===== config.mk =====
export PLATFORM = sky130hd
export DESIGN_NAME = fct_plane
export DESIGN_NICKNAME = d
export VERILOG_FILES = /design/src/rtl/fct_pkg.sv /design/src/rtl/fct_plane.sv
export SDC_FILE = /design/constraint.sdc
export NUM_CORES = 2
export LEC_CHECK = 0
export BUFFER_PORTS_ARGS = -buffer_cell sky130_fd_sc_hd__buf_2
export CORE_ASPECT_RATIO = 1.75
export CORE_MARGIN = 5
export CORE_UTILIZATION = 30
export DETAILED_ROUTE_END_ITERATION = 6
export PLACE_DENSITY = 0.55
export SETUP_SLACK_MARGIN = 0.02
export SYNTH_ARGS = -nofsm -noshare
export SYNTH_HDL_FRONTEND = slang
export SYNTH_SLANG_ARGS = --single-unit

===== constraint.sdc =====
create_clock -name clock -period 24 [get_ports clock]
set_input_delay 4.8 -clock clock [delete_from_list [all_inputs] [get_ports clock]]
set_output_delay 4.8 -clock clock [all_outputs]
set_load 0.01 [all_outputs]

===== src/rtl/fct_pkg.sv =====
// ----------------------------------------------------------------------------
// fct_pkg
// Shared types and constants of the frustum cull test block: plane register
// layout, query word layout, stage control and arithmetic widths.
// ----------------------------------------------------------------------------
package fct_pkg;

   // plane registers and plane slots
   localparam int PLANE_REGS      = 6;
   localparam int PLANE_COUNT_DEF = 6;
   localparam int PLANE_IDX_W     = $clog2(PLANE_REGS);

   // configuration port
   localparam int CSR_DATA_W = 64;
   localparam int CSR_LSB    = 3;                      // 8 bytes per register
   localparam int CSR_ADDR_W = CSR_LSB + PLANE_IDX_W;

   // field widths and fixed point alignment
   localparam int OP_W       = 2;
   localparam int COORD_W    = 16;
   localparam int RAD_W      = 15;
   localparam int FRAC_SHIFT = 14;                     // Q12.4 -> Q.18
   localparam int PROD_W     = 2 * COORD_W;
   localparam int DIST_W     = PROD_W + 3;

   // stream words
   localparam int REQ_TDATA_W = 112;
   localparam int REQ_TUSER_W = OP_W;
   localparam int RSP_TDATA_W = 8;

   typedef enum logic [OP_W-1:0] {
      OP_POINT   = 2'd0,
      OP_SPHERE  = 2'd1,
      OP_BOX     = 2'd2,
      OP_BOX_ALT = 2'd3
   } op_type;

   // register layout: nx in the low bits, offset d in the high bits
   typedef struct packed {
      logic signed [COORD_W-1:0] d;
      logic signed [COORD_W-1:0] nz;
      logic signed [COORD_W-1:0] ny;
      logic signed [COORD_W-1:0] nx;
   } plane_type;

   typedef struct packed {
      logic                      box;
      logic signed [COORD_W-1:0] lo_x;
      logic signed [COORD_W-1:0] lo_y;
      logic signed [COORD_W-1:0] lo_z;
      logic signed [COORD_W-1:0] hi_x;
      logic signed [COORD_W-1:0] hi_y;
      logic signed [COORD_W-1:0] hi_z;
   } query_type;

   typedef struct packed {
      logic s1_load;
      logic s2_load;
   } stage_ctl_type;

endpackage


===== src/rtl/fct_plane.sv =====
// ----------------------------------------------------------------------------
// fct_plane
// One plane of the test: vertex choice and three products in the first
// stage, distance sum plus offset and radius bias with sign test in the next.
// ----------------------------------------------------------------------------
module fct_plane (
   input  logic                          clock,
   input  fct_pkg::stage_ctl_type        ctl,
   input  fct_pkg::plane_type            plane,
   input  fct_pkg::query_type            query,
   input  logic [fct_pkg::RAD_W-1:0]     bias,
   output logic                          reject
);

   logic signed [fct_pkg::COORD_W-1:0] vx, vy, vz;
   logic signed [fct_pkg::PROD_W-1:0]  prod_x_in, prod_y_in, prod_z_in;
   logic signed [fct_pkg::PROD_W-1:0]  prod_x_ff, prod_y_ff, prod_z_ff;
   logic signed [fct_pkg::DIST_W-1:0]  offset_term, bias_term, dist_sum;
   logic                               reject_in, reject_ff;

   // positive vertex: max where the normal component is not negative
   always_comb begin
      vx = (query.box && !plane.nx[fct_pkg::COORD_W-1]) ? query.hi_x : query.lo_x;
      vy = (query.box && !plane.ny[fct_pkg::COORD_W-1]) ? query.hi_y : query.lo_y;
      vz = (query.box && !plane.nz[fct_pkg::COORD_W-1]) ? query.hi_z : query.lo_z;
      prod_x_in = plane.nx * vx;
      prod_y_in = plane.ny * vy;
      prod_z_in = plane.nz * vz;
   end

   always_ff @(posedge clock) begin
      if (ctl.s1_load) begin
         prod_x_ff <= prod_x_in;
         prod_y_ff <= prod_y_in;
         prod_z_ff <= prod_z_in;
      end
   end

   // n.v + d + radius < 0 rejects; bias is zero for point and box queries
   always_comb begin
      offset_term = fct_pkg::DIST_W'(plane.d) <<< fct_pkg::FRAC_SHIFT;
      bias_term   = $signed({{(fct_pkg::DIST_W - fct_pkg::RAD_W - fct_pkg::FRAC_SHIFT){1'b0}},
                             bias, {fct_pkg::FRAC_SHIFT{1'b0}}});
      dist_sum    = fct_pkg::DIST_W'(prod_x_ff) + fct_pkg::DIST_W'(prod_y_ff)
                  + fct_pkg::DIST_W'(prod_z_ff) + offset_term + bias_term;
      reject_in   = dist_sum[fct_pkg::DIST_W-1];
   end

   always_ff @(posedge clock) begin
      if (ctl.s2_load) begin
         reject_ff <= reject_in;
      end
   end

   assign reject = reject_ff;

endmodule


== Word level (Yosys, flattened, before mapping) ==
Index checks and enable logic that the tools add are counted.

* $mul: 3
* $add $sub $neg: 4
* Muxes and demuxes: 3
* Reduce and logical (&&, ||, !) cells: 6

{| class="wikitable"
|+ Operators by type and width
! operator !! number
|-
| $mul A16 B16 Y32 || 3
|-
| $mux W16 || 3
|-
| $add A34 B30 Y35 || 1
|-
| $add A35 B30 Y35 || 1
|-
| $add A33 B32 Y34 || 1
|-
| $add A32 B32 Y33 || 1
|-
| $logic_and A1 B1 Y1 || 3
|-
| $logic_not A1 Y1 || 3
|}

* Output and inout bits: 1
* Word-level logic and storage cells: 20
* Bits of input ports: 179
* Register bits: 97

== Depth between registers and ports, before layout ==
* Depth after elaboration: 4
* Depth in mapped cells: 27
* Gate-level depth less buffers: 23

== Worst setup path before layout ==
Ideal clock, no wire load.

* Kind: input port to flip-flop
* Start point: input port query[96] in the netlist's numbering
* End point: register prod_y_ff[31] in the netlist's numbering, data pin
* Setup time: 0.266 ns
* Slack: 12.817 ns
* Path buffers: 3
* Stages: 25
* Data arrival time: 10.917 ns
* Required time: 23.734 ns
* Cell sequence: nor2b_1 buf_2 buf_2 mux2i_1 clkbuf_1 nor2b_1 fa_1 inv_1 fa_1 fa_1 inv_1 fa_1 fa_1 inv_1 fa_1 inv_1 ha_1 a21o_1 a31o_1 a311oi_1 o21ai_1 a311oi_2 a21oi_2 nor4_1 nor3_2

* Longest elaborated chain between the ends: 3

{| class="wikitable"
|+ Ends and longest elaborated chain
! item !! line !! text
|-
| from (decl) || fct_plane.sv:10 || <nowiki>input fct_pkg::query_type query,</nowiki>
|-
| $logic_and A1 B1 Y1 || fct_plane.sv:24 || <nowiki>vy = (query.box && !plane.ny[fct_pkg::COORD_W-1]) ? query.hi_y : query.lo_y;</nowiki>
|-
| $mux W16 || fct_plane.sv:24 ||
|-
| $mul A16 B16 Y32 || fct_plane.sv:27 || <nowiki>prod_y_in = plane.ny * vy;</nowiki>
|-
| via prod_y_in (one bit) || fct_plane.sv:16 || <nowiki>logic signed [fct_pkg::PROD_W-1:0] prod_x_in, prod_y_in, prod_z_in;</nowiki>
|-
| to (signal assigned) || fct_plane.sv:34 || <nowiki>prod_y_ff <= prod_y_in;</nowiki>
|-
| to (decl) || fct_plane.sv:17 || <nowiki>logic signed [fct_pkg::PROD_W-1:0] prod_x_ff, prod_y_ff, prod_z_ff;</nowiki>
|}

The timed path passes the listed nets, and every way through them passes these cells.
A chain may end at the register's enable or synchronous reset.

== Worst setup path in the final report ==
* Start point: input port query[96] in the netlist's numbering
* End point: register prod_y_ff[22] in the netlist's numbering, data pin

Same word-level chain as after synthesis.

==> run summary <==
run status -> completed
worst r2r src -> prod_x_ff[16]
Area contributors post-synth -> fa_1, ha_1, inv_1
# setup viols final -> 0
Yosys reg bits -> 97
synth-to-layout area growth -> 7.96%
reg-to-reg endpoint -> reject
TNS Setup -> 0 ns
RSZ-0062 raised after global routing -> false
Slowest-stage cell, CP -> nor2b_2
global-route wire length before repair -> 153000 microns
Distinct cells, synth -> 68
HP Class -> flip-flop to flip-flop
syn_area_per_cell -> 9.83 sq um
row count -> 167
DP HPWL -> 82700 microns
vias per inst -> 4.70
Hold Vio Cnt, Final -> 0
Cells after Synth -> 3616
fin worst setup slack -> 11.87 ns
Worst-Skew Late Latency -> 0.35 ns
worst path cell trace -> buf_2 > nor2b_2 > mux2_2 > nand2_1 > fa_1 > inv_1 > fa_1 > inv_1 > fa_1 > inv_1 > fa_1 > fa_1 > inv_1 > fa_1 > inv_1 > ha_1 > nand3_1 > nor3_1 > o31a_1 > o21ai_0 > o21ba_2 > o21bai_2 > or3_1 > nand4_1
# fillers -> 12200
cell repeated most along the worst path -> fa_1
DP Area -> 38100 sq um
pre-CTS WS -> 11.48 ns
htree depth -> 3
max frequency -> 0.0825 GHz
Reg clk slew, reported paths -> 0.07 ns
Inserted Clock Buffers -> 9
layout cell share with drive strength beyond 1 -> 0.0753
largest net degree at the start of global routing -> 67
TritonCTS clock tree -> done
Setup crit start kind -> input port
CP arrival -> 12.20 ns
initial core utilization -> 0.301
Critical Path Sink Type -> flip-flop
Core Region -> 118000 sq um
Die H -> 465 microns
CTS max path bufs -> 2
post-synth net total -> 4951
hold buffers post-CTS -> 0
gr ovfl total -> 0
critical path class -> input port to flip-flop
input/output buffers -> 179
Setup Buffers After CTS -> 0
number of detailed-route iterations in the first pass -> 5
Tot GR Track Use -> 0.155
max-slew violations -> 0
Routed Antenna Nets -> 0
Rel. slew slack -> 0.205
Worst Setup SP -> query[96]
Layout Cell Area excl Fill -> 38400 sq um
worst reg2reg path depth -> 12
CP max stage delay -> 1.02 ns
WL final -> 95700 microns
Post-synth ARST share -> 0
CP required -> 24.07 ns
clock sink count -> 97
top-area cell type share of the netlist area -> 0.479
Ys Warns -> 0
Worst R2R Setup Slack -> 19.92 ns
Die ar. -> 126000 sq um
CP endpoint -> prod_y_ff[22]
maxcap violations -> 0
# IOs -> 180
Yosys top cell by area -> fa_1
RD Place Congestion -> 0.881
number of flops mapped to enable cells by yosys -> 97
1st-iter DRT viols -> 1011
Vias -> 24600
Tcrit/Tclk final -> 0.505
# resized after CTS -> 0
per-cell routed wire length -> 18.3 microns
number of diodes -> 0
Worst Tran Pin Value -> 1.19 ns
Root Driver -> clkbuf_16
nets@finish -> 5049
CP Max Fanout -> 16
Die W -> 270 microns
vias in the first global route -> 27900
DRC Markers -> 0
cell area after synthesis -> 35600 sq um
top_reg_cell synth -> edfxtp_1
antenna violations before repair -> 5
minimum clock period -> 12.13 ns
clock skew -> 0.0111 ns
register area share after synthesis -> 0.0819
## layer usage
layer,global-route usage,vias up,part of all wire
met5,0,-,0.00048
met4,0.0395,8,0.030
met3,0.0157,137,0.031
met2,0.306,481,0.56
met1,0.178,13000,0.37
li1,-,11000,-
## cell type report
cell class,count,area [sq um],area share
multi-input cells,2541,29000,0.755
inverters,866,3250,0.0847
repair buffers,199,1050,0.0273
clock inverters,7,68.8,0.00179
well taps,1521,1900,0.0496
clock buffers,9,225,0.00587
flip-flops and latches,97,2910,0.0759
## cells in the mapped netlist, types with 6 or more instances
cell      instances
o21bai_1         11
fa_1            851
xor2_1           25
a21o_1           40
clkbuf_1        102
a211oi_1          9
mux2i_1          21
o21a_1           10
nand4_1          15
o211ai_1         12
nand2_1         346
o21ai_0          42
xnor2_1          71
nand2b_1         35
a211o_1           6
and2_1          149
ha_1            305
nor4_1            7
a21oi_1          73
buf_2             9
mux2_2           30
nor3_1           24
nand3_1          24
inv_1           866
a31oi_1           9
edfxtp_1         97
or2_2            14
nor2b_1         255
nor2_1           93
and3_1            8
## stage by stage
step	hold WS, ns	util	std cells
5_1_grt	1.27	0.325	5240
6_report	1.22	0.325	5240
2_1_floorplan	1.02	-	3616
3_3_place_gp	1.22	0.323	5224
3_5_place_dp	1.23	0.323	5224
4_1_cts	1.24	0.325	5240
## worst min path at each step
| stage | startpoint | to | cells past startpoint | slack (ns) |
|---|---|---|---|---|
| floorplan | prod_z_ff[23] | reject | 6 | 1.02 |
| global placement | prod_z_ff[23] | reject | 6 | 1.22 |
| detailed placement | prod_z_ff[31] | reject | 4 | 1.23 |
| CTS | prod_z_ff[31] | reject | 4 | 1.24 |
| global route | prod_z_ff[31] | reject | 4 | 1.27 |
| finish | prod_z_ff[31] | reject | 4 | 1.22 |
## state kept, by name, indices dropped and copies added, names as in the netlist
name and flops:
prod_x_ff 32, prod_y_ff 32, prod_z_ff 32, reject 1
## critical path: cells and delay by family
kind,cells,cell delay [ns]
simple gates,6,1.84
buf+inv,6,0.55
mux,1,0.58
fa+ha+maj,7,3.44
compound gates,4,0.91
## cells by family (layout without fill, tap and decap cells)
family | Yosys count | in the layout | share of synthesized area
flip-flops | 97 | 97 | 0.0819
buffers and inverters | 978 | 1081 | 0.104
AND/OR/NAND/NOR | 986 | 986 | 0.142
AO/OA/AOI/OAI | 252 | 252 | 0.0472
adder cells (fa/ha/maj) | 1156 | 1156 | 0.587
XOR/XNOR | 96 | 96 | 0.0237
multiplexers | 51 | 51 | 0.0154
## layout by cell type (no fill, tap or decap), types with 3 or more instances in the layout
master and instances:
nand2b_1 35, a211oi_1 9, xnor2_1 71, nand3_1 24
clkbuf_16 9, fa_1 851, and2_1 149, a21o_1 40
o21a_1 10, edfxtp_1 97, o21bai_1 11, nor2_1 93
nor2b_2 3, nor3_1 24, mux2i_1 17, a21oi_1 73
mux2i_2 4, ha_1 305, mux2_2 30, o21ai_0 42
nor2b_1 252, a211o_1 6, nor4_1 7, o211ai_1 12
nand2_1 346, or3_1 5, buf_4 21, a311oi_1 4
a21oi_2 3, inv_1 866, buf_2 178, nand4_1 15
and3_1 8, o21ai_1 3, or2_2 14, a31oi_1 9
xor2_1 25
Power is left out: the tool's default activity adds up to more than one toggle a clock period on the data nets, which glitch-free logic cannot reach.
