[src/rtl/fct_pkg.sv]
// ----------------------------------------------------------------------------
// fct_pkg
// Shared types and constants of the frustum cull test block: plane register
// layout, query word layout, stage control and arithmetic widths.
// ----------------------------------------------------------------------------
package fct_pkg;

   // plane registers and plane slots
   localparam int PLANE_REGS      = 6;
   localparam int PLANE_COUNT_DEF = 6;
   localparam int PLANE_IDX_W     = $clog2(PLANE_REGS);

   // configuration port
   localparam int CSR_DATA_W = 64;
   localparam int CSR_LSB    = 3;                      // 8 bytes per register
   localparam int CSR_ADDR_W = CSR_LSB + PLANE_IDX_W;

   // field widths and fixed point alignment
   localparam int OP_W       = 2;
   localparam int COORD_W    = 16;
   localparam int RAD_W      = 15;
   localparam int FRAC_SHIFT = 14;                     // Q12.4 -> Q.18
   localparam int PROD_W     = 2 * COORD_W;
   localparam int DIST_W     = PROD_W + 3;

   // stream words
   localparam int REQ_TDATA_W = 112;
   localparam int REQ_TUSER_W = OP_W;
   localparam int RSP_TDATA_W = 8;

   typedef enum logic [OP_W-1:0] {
      OP_POINT   = 2'd0,
      OP_SPHERE  = 2'd1,
      OP_BOX     = 2'd2,
      OP_BOX_ALT = 2'd3
   } op_type;

   // register layout: nx in the low bits, offset d in the high bits
   typedef struct packed {
      logic signed [COORD_W-1:0] d;
      logic signed [COORD_W-1:0] nz;
      logic signed [COORD_W-1:0] ny;
      logic signed [COORD_W-1:0] nx;
   } plane_type;

   typedef struct packed {
      logic                      box;
      logic signed [COORD_W-1:0] lo_x;
      logic signed [COORD_W-1:0] lo_y;
      logic signed [COORD_W-1:0] lo_z;
      logic signed [COORD_W-1:0] hi_x;
      logic signed [COORD_W-1:0] hi_y;
      logic signed [COORD_W-1:0] hi_z;
   } query_type;

   typedef struct packed {
      logic s1_load;
      logic s2_load;
   } stage_ctl_type;

endpackage

[src/rtl/fct_csr.sv]
// ----------------------------------------------------------------------------
// fct_csr
// Plane register file behind the configuration port. Six 64-bit registers,
// one per plane, written and read back through the port.
// ----------------------------------------------------------------------------
module fct_csr (
   input  logic                            clock,
   input  logic                            reset,
   input  logic                            csr_psel,
   input  logic                            csr_penable,
   input  logic                            csr_pwrite,
   input  logic [fct_pkg::CSR_ADDR_W-1:0]  csr_paddr,
   input  logic [fct_pkg::CSR_DATA_W-1:0]  csr_pwdata,
   output logic [fct_pkg::CSR_DATA_W-1:0]  csr_prdata,
   output logic                            csr_pready,
   output fct_pkg::plane_type              plane_out [fct_pkg::PLANE_REGS]
);

   logic [fct_pkg::CSR_DATA_W-1:0]  plane_ff [fct_pkg::PLANE_REGS];
   logic [fct_pkg::PLANE_IDX_W-1:0] reg_idx;
   logic                            idx_ok;
   logic                            wr_en;

   assign reg_idx    = csr_paddr[fct_pkg::CSR_ADDR_W-1:fct_pkg::CSR_LSB];
   assign idx_ok     = (32'(reg_idx) < fct_pkg::PLANE_REGS);
   assign csr_pready = 1'b1;
   assign wr_en      = csr_psel && csr_penable && csr_pwrite && csr_pready && idx_ok;

   always_ff @(posedge clock) begin
      if (reset) begin
         for (int i = 0; i < fct_pkg::PLANE_REGS; i++) begin
            plane_ff[i] <= '0;
         end
      end else if (wr_en) begin
         plane_ff[reg_idx] <= csr_pwdata;
      end
   end

   // unmapped addresses read as zero
   always_comb begin
      csr_prdata = '0;
      if (idx_ok) begin
         csr_prdata = plane_ff[reg_idx];
      end
   end

   always_comb begin
      for (int i = 0; i < fct_pkg::PLANE_REGS; i++) begin
         plane_out[i] = fct_pkg::plane_type'(plane_ff[i]);
      end
   end

endmodule

[config.mk]
export PLATFORM = sky130hd
export DESIGN_NAME = fct_csr
export DESIGN_NICKNAME = d
export VERILOG_FILES = /design/src/rtl/fct_pkg.sv /design/src/rtl/fct_csr.sv
export SDC_FILE = /design/constraint.sdc
export NUM_CORES = 1
export LEC_CHECK = 0
export BUFFER_PORTS_ARGS = -buffer_cell sky130_fd_sc_hd__buf_2
export CORE_AREA = 2 2 201 203
export CTS_CLUSTER_SIZE = 16
export DETAILED_ROUTE_END_ITERATION = 10
export DIE_AREA = 0 0 203 205
export PLACE_DENSITY = 0.7
export SYNTH_ARGS = -nofsm -noshare
export SYNTH_HDL_FRONTEND = slang
export SYNTH_SLANG_ARGS = --single-unit
[constraint.sdc]
create_clock -name clock -period 8.15 [get_ports clock]
set_clock_uncertainty 0.05 [all_clocks]
set_input_delay 2.445 -clock clock [delete_from_list [all_inputs] [get_ports clock]]
set_output_delay 2.445 -clock clock [all_outputs]
set_load 0.02 [all_outputs]
======== Word-level counts from Yosys, hierarchy flattened ========
Memory sizes are Yosys's and may differ from the RTL's.
Index checks and enable logic that the tools add are counted.
storage, ports and cells
  input port bits ......................... 75
  output and inout bits ................... 449
  RAM bits ................................ 384
  bits in registers ....................... 0
  memories ................................ 1
operators by class
  reduce and logical (&&, ||, !) cells .... 4
  multiplexer cells ....................... 9
  magnitude comparators ................... 1
memories
  name      words  width  rd ports  clocked after memory_dff  write ports  RTL line       RTL
  plane_ff  6      64     7         0                         6            fct_csr.sv:19  logic [fct_pkg::CSR_DATA_W-1:0] plane_ff [fct_pkg::PLANE_REGS];
operator list
  cell                count
  $mux 64             2
  $reduce_or 64->1    1
  $mux 1              6
  $logic_and 1x1->1   3
  $lt 3x3->1 const B  1
  $mux 3              1

======== Depth between registers and ports, before layout ========
Gate-level depths: netlist of the first run.
  depth in word-level cells ............... 8
  gate-level depth with buffers ........... 6

======== Least setup slack after synthesis of the first run ========
No wires, ideal clock.
  path type ............................... input to register
  from .................................... input port csr_paddr[5] (netlist name)
  to ...................................... memory plane_ff[3][0] (netlist name), enable pin
  data arrival time ....................... 5,898 ps
  slack ................................... 1,702 ps
  stages on the path ...................... 3
  library setup time ...................... 499 ps
  cells stage by stage .................... buf_2 nand4b_1 o21bai_1
RTL lines
  element             RTL line       RTL
  start: declaration  fct_csr.sv:12  input logic [fct_pkg::CSR_ADDR_W-1:0] csr_paddr,
  end: declaration    fct_csr.sv:19

======== Worst setup path in the final report of the first run ========
  from .................................... input port csr_paddr[4] (netlist name)
  to ...................................... output port csr_prdata[46] (netlist name)
between the ends
  word-level cells in the longest chain between the ends .. 2
  elaborated cells on any way between the ends .. 3
  those cells by class .................... 1 x order compare; 1 x mux; 1 x memory
ends and longest elaborated chain
  element                                     RTL line       RTL
  $mem_v2 6x64 or $lt 3x3->1 (tied branches)  n/a
  $mux 64 *                                   fct_csr.sv:42  if (idx_ok) begin
  end: declaration                            fct_csr.sv:14  output logic [fct_pkg::CSR_DATA_W-1:0] csr_prdata,
Every way passes the cells marked *; elsewhere a longest branch is shown, timed or not.

==> summary.txt, run 1 <==
Synthesis
  – Top cell type's share of synthesized area: 0.666
  – Largest cells by area after synthesis: edfxtp_1 67%, and2_1 13%, mux2i_1 7.4%
  – EDFF count, synth: 384
  – Most common cell in the netlist: edfxtp_1
  – Mapped Area: 0.0173 sq mm
  – Post-synthesis sequential area ratio: 0.666
  – Ys Warns: 0
  – Ys async rst share: 0
  – Syn avg cell area: approximately 14 sq um
  – FF+latch count, synth: roughly 380
  – Post-synth net total: between 1000 and 1500
  – Synth area leader: edfxtp_1
  – Prevailing post-synth register cell: edfxtp_1
  – Top cells by count, synth: 384 x edfxtp_1, 372 x and2_1, 128 x mux2i_1, 65 x nand2_1
  – Post-Synthesis Cells: 1197
  – Cell variety after synth: 27

STA
  – Period utilization: 0.857
  – Worst setup margin: ~1.2 ns
  – Max Slew Vio Count: 0
  – Rel. slew slack: 0.394
  – Final worst path period need: approximately 7.0 ns
  – Worst-Margin Slew: about 0.9 ns
  – Min Hold Slack: ~2.2 ns
  – Achievable Freq: 143 MHz
  – Setup TNS: 0 ns
  – Setup-failing EPs final: 0
  – RSZ-0062 raised after global routing: no
  – Final Hold Viols: 0

Clock network
  – CTS H-tree lvls: 2
  – Setup bufs post-CTS: 0
  – CTS tree: yes
  – CTS buffer count: 42
  – CTS max path bufs: 3
  – CTS Sinks: ~380
  – Clock root buffer master: clkbuf_16
  – CTS Hold Bufs: 0
  – Resized Gates After CTS: 0
  – Clock slew at reported path FFs: 0.06 ns

Global route
  – Met1 Use GR: 0.332
  – Met3 usage: 0.0539
  – Initial antenna violation count: 5
  – Vias in the first global route: about 13000
  – Gr busiest metal: met2
  – GR Overflow Total: 0
  – Grt met2 use: 0.466
  – Largest net degree at the start of global routing: 66
  – GRT Total Usage: 0.271
  – First-pass GRT wire length: 82300 um

Floorplan
  – Row count: between 70 and 80
  – Starting density of the core: 0.440
  – I/O Pins: around 520
  – Die ar.: 0.0416 sq mm
  – Core Region: ~0.039 sq mm
  – Height of the die: between 200 and 250 um
  – Chip width: 203 um

Placement
  – DP HPWL: 36000 um
  – Worst slack, placed: 1.18 ns
  – Placed cell count: ~2200
  – Port bufs: 519
  – GPL Wtd Cong: ~0.84
  – Placed instance area: roughly 0.02 sq mm

Final layout
  – Max FFs per register: around 380
  – Area grow syn2layout: 26.1%
  – Top flop regs: plane_ff: 384 flops
  – Final Util: 0.555
  – Non-filler instance count after layout: approximately 2300
  – Share of layout cells above drive strength 1: 0.394
  – Fin area: around 0.022 sq mm
  – Largest Register: plane_ff
  – Post-layout nets: 1773

Power and ir drop
  – Max VDD drop: about 0.18 mV
  – Leak Pwr: 9.04 nW
  – P per Cell Area: around 220 mW/mm^2
  – Tot Pwr: 4.81 mW

Route
  – Antenna Violating Nets Remaining: 0
  – Vias per cell: about 5.4
  – DRT Wirelength: a little under 60000 um
  – DR WL/cell: 25.5 um
  – Drt drc: 0
  – Vias: between 10000 and 15000
  – Drt first pass iters: 6
  – DRT iter0 DRCs: roughly 750

Worst setup path
  – Required @ worst endpoint: 5.66 ns
  – CP Data Arrival Time: ~4.5 ns
  – CP Capture Type: output pin
  – Critical path peak fanout: 57
  – Crit-path max cell delay: between 0.5 and 0.6 ns
  – Crit-path cells: buf_6 > buf_4 > mux2_2 > nand2_1 > o221ai_1 > buf_2
  – CP Launch Type: input pin
  – Worst Setup Path Type: in2out
  – Slowest CP cell: buf_4

Outcome
  – Status: finished clean

Worst hold path
  – Worst Hold Class: in2reg

Run
  – Max capacitance violation total: 0
-- cells in the final DEF (no fill, tap or decap), types with 5 or more instances in the layout --
cell type / count
buf_2: 517
edfxtp_1: 384
and2_1: 372
mux2i_1: 128
nand2_1: 65
mux2_2: 64
o221ai_1: 64
clkbuf_16: 45
buf_4: 21
clkinv_1: 13
and3_1: 10
clkinv_2: 8
clkbuf_1: 5
-- where the power goes --
part           internal [mW]  leakage, nW  total [mW]  switching (mW)
Combinational          0.199         4.74       0.648           0.449
Sequential              2.29         3.66        2.35          0.0624
Clock                   1.04        0.643        1.82           0.782
-- path summary, 6_finish.rpt --
| path | start | endpoint | slack, ns | cells after the start |
|---|---|---|---|---|
| max | csr_paddr[4] | csr_prdata[46] | 1.17 | 6 |
| min | csr_pwdata[36] | plane_ff[2][36] | 2.17 | 2 |
-- area by class of cell --
class,count,area (sq um)
fill,3232,17500
tap,525,657
multi-input combinational,725,5490
clock inverter,26,158
antenna,4,10.0
inverter,2,7.51
timing repair buffer,543,2840
clock buffer,50,1140
sequential,384,11500
-- worst max-delay path: cells and delay by family --
kind	cells	cell delay (ns)
compound gates	1	0.12
simple gates	1	0.10
buf+inv	3	1.30
mux	1	0.40
-- routing by layer --
metal  part of all wire  vias up
li1                   -     5391
met5                  0        -
met2               0.50      628
met4              0.037        0
met3              0.081      130
met1               0.38     6101
-- cell families after synthesis --
kind of cell	count (synthesis)	synth area share
compound gates	68	0.0342
buf+inv	88	0.0233
flops	384	0.666
mux	192	0.116
other cells	1	0.000216
simple gates	464	0.161
(Power assumes the default switching activity.)
==> run 2: changes to the inputs <==
--- a/config.mk
+++ b/config.mk
@@ -10,7 +10,7 @@
 export CTS_CLUSTER_SIZE = 16
 export DETAILED_ROUTE_END_ITERATION = 10
 export DIE_AREA = 0 0 203 205
-export PLACE_DENSITY = 0.7
+export PLACE_DENSITY_LB_ADDON = 0.08
 export SYNTH_ARGS = -nofsm -noshare
 export SYNTH_HDL_FRONTEND = slang
 export SYNTH_SLANG_ARGS = --single-unit
==> constraint.sdc (replaced) <==
create_clock -name clock -period 8.15 [get_ports clock]
set_clock_uncertainty 0.05 [all_clocks]
set_input_delay 1.63 -clock clock [delete_from_list [all_inputs] [get_ports clock]]
set_output_delay 1.63 -clock clock [all_outputs]
set_load 0.02 [all_outputs]
==> run 2 against run 1 <==
Against the previous run:
- power increased by 1.0%
- count of clock-buffer cells in the layout increased by 5
- critical path depth decreased by 1
- maximum frequency increased by 21%
- die area unchanged
- sequential share of layout area increased by 0.088 points
- setup slack improved by 1.2 ns
- critical endpoint unchanged
==> summary.txt, run 2 (synthesized netlist as in run 1, its figures left out) <==
STA
  – Setup-failing EPs final: 0
  – Period utilization: 0.709
  – Final worst path period need: roughly 5.8 ns
  – Worst-Margin Slew: 0.968 ns
  – Rel. slew slack: 0.353
  – Worst setup margin: 2.37 ns
  – RSZ-0062 raised after global routing: no
  – Achievable Freq: 173 MHz
  – Max Slew Vio Count: 0
  – Final Hold Viols: 0
  – Setup TNS: 0 ns

Clock network
  – Resized Gates After CTS: 0
  – Clock root buffer master: clkbuf_16
  – CTS Hold Bufs: 0
  – CTS Sinks: between 300 and 400
  – CTS buffer count: 43
  – Setup bufs post-CTS: 0
  – CTS max path bufs: 3
  – CTS tree: yes
  – Clock slew at reported path FFs: roughly 0.060 ns
  – CTS H-tree lvls: 2

Placement
  – Worst slack, placed: 2.38 ns
  – DP HPWL: 36200 um
  – Port bufs: ~520
  – GPL Wtd Cong: about 0.81

Global route
  – Vias in the first global route: between 10000 and 15000
  – Largest net degree at the start of global routing: approximately 70
  – GR Overflow Total: 0
  – First-pass GRT wire length: roughly 84000 um
  – GRT Total Usage: 0.279
  – Initial antenna violation count: 4

Route
  – Antenna Violating Nets Remaining: 0
  – M1 WL: approximately 24000 um
  – DRT iter0 DRCs: between 700 and 800
  – DRT Wirelength: approximately 60000 um
  – Drt first pass iters: 4
  – Vias: ~12000
  – Drt drc: 0
  – DR WL/cell: 26.1 um
  – Highest metal used: met5
  – Vias per cell: 5.35
  – WL met2: 28300 um
  – Met3 WL: ~4800 um

Worst hold path
  – Hold depth: 2
  – Hold Path Sink: plane_ff[5][29]
  – Hold path start: csr_pwdata[29]
  – Worst Hold Class: in2reg

Worst setup path
  – Crit-path max cell delay: ~0.73 ns
  – CP Capture Type: output pin
  – Required @ worst endpoint: approximately 6.5 ns
  – Crit-path cells: buf_6 > nand2b_4 > buf_4 > o221ai_1 > buf_2
  – CP Data Arrival Time: 4.10 ns
  – CP Launch Type: input pin
  – Slowest CP cell: nand2b_4
  – Worst Setup Path Type: in2out
  – Critical path peak fanout: 67

Final layout
  – Sequential Area: approximately 0.012 sq mm
  – Share of layout cells above drive strength 1: 0.393
  – Area of the multi-input gates: ~0.0055 sq mm
  – Commonest non-fill, non-tap cell in the layout: buf_2
  – Commonest non-fill, non-tap cells in the layout: 517 x buf_2, 384 x edfxtp_1, 372 x and2_1
  – Filler cell count: around 3400
  – Area grow syn2layout: 25.9%
  – Max FFs per register: ~380
  – Largest Register: plane_ff
  – Post-layout nets: approximately 1800
  – Top flop regs: plane_ff: 384 flops

Run
  – Max capacitance violation total: 0

Floorplan
  – Core Region: around 0.039 sq mm
  – I/O Pins: roughly 520
  – Starting density of the core: 0.440
  – Height of the die: around 210 um
  – Row count: 73
  – Chip width: 203 um
  – Die ar.: 0.0416 sq mm

Power and ir drop
  – Max VDD drop: approximately 0.18 mV
  – Leak Pwr: about 9 nW
  – P per Cell Area: between 200 and 250 mW/mm^2

Outcome
  – Status: finished clean
[run 2: changes by cell type in the layout (fill, tap and decap cells not counted), sizes merged]
cell	change
bufinv	+2
buf	-3
clkinv	-9
clkinvlp	-1
clkbuf	+5
inv	-1
[run 2: power by group]
part           internal, mW  switching [mW]  leakage, nW
Sequential             2.29          0.0614         3.66
Clock                  1.10           0.770        0.652
Combinational         0.197           0.452         4.71
[run 2: stage by stage]
step,hold slack (ns),total power [mW],std cells,utilization,area (sq um)
2_1_floorplan,1.78,2.75,1197,-,17300
3_3_place_gp,1.91,3.04,2176,0.520,20500
3_5_place_dp,1.92,3.04,2176,0.520,20500
4_1_cts,1.33,4.89,2248,0.554,21800
5_1_grt,1.36,5.01,2250,0.554,21800
6_report,1.36,4.86,2252,0.554,21800
[run 2: critical path: cells and delay by family]
family	cells	cell delay, ns
and+or+nand+nor	1	0.73
buffers and inverters	3	1.39
AOI/OAI and AO/OA	1	0.29
[run 2: worst max-delay path by stage]
stage                  from  slack, ns        endpoint
3_5_place_dp   csr_paddr[4]       2.38   csr_prdata[9]
6_report       csr_paddr[4]       2.37  csr_prdata[46]
4_1_cts        csr_paddr[4]       2.39   csr_prdata[9]
2_1_floorplan  csr_paddr[5]       2.52  plane_ff[3][0]
5_1_grt        csr_paddr[4]       2.31  csr_prdata[46]
3_3_place_gp   csr_paddr[4]       2.41  csr_prdata[46]
[run 2: final cells by class]
class | instances | share of cell area
Antenna cell | 4 | 0.000459
Clock buffer | 55 | 0.0534
Clock inverter | 17 | 0.00723
Inverter | 2 | 0.000344
Multi-Input combinational cell | 725 | 0.252
Sequential cell | 384 | 0.529
Tap cell | 525 | 0.0301
Timing Repair Buffer | 540 | 0.127
[run 2: metal layers]
metal / GRT usage / vias up
met5: 0 / -
met4: 0.100 / 2
met3: 0.0749 / 108
met2: 0.458 / 495
met1: 0.357 / 6078
li1: - / 5371
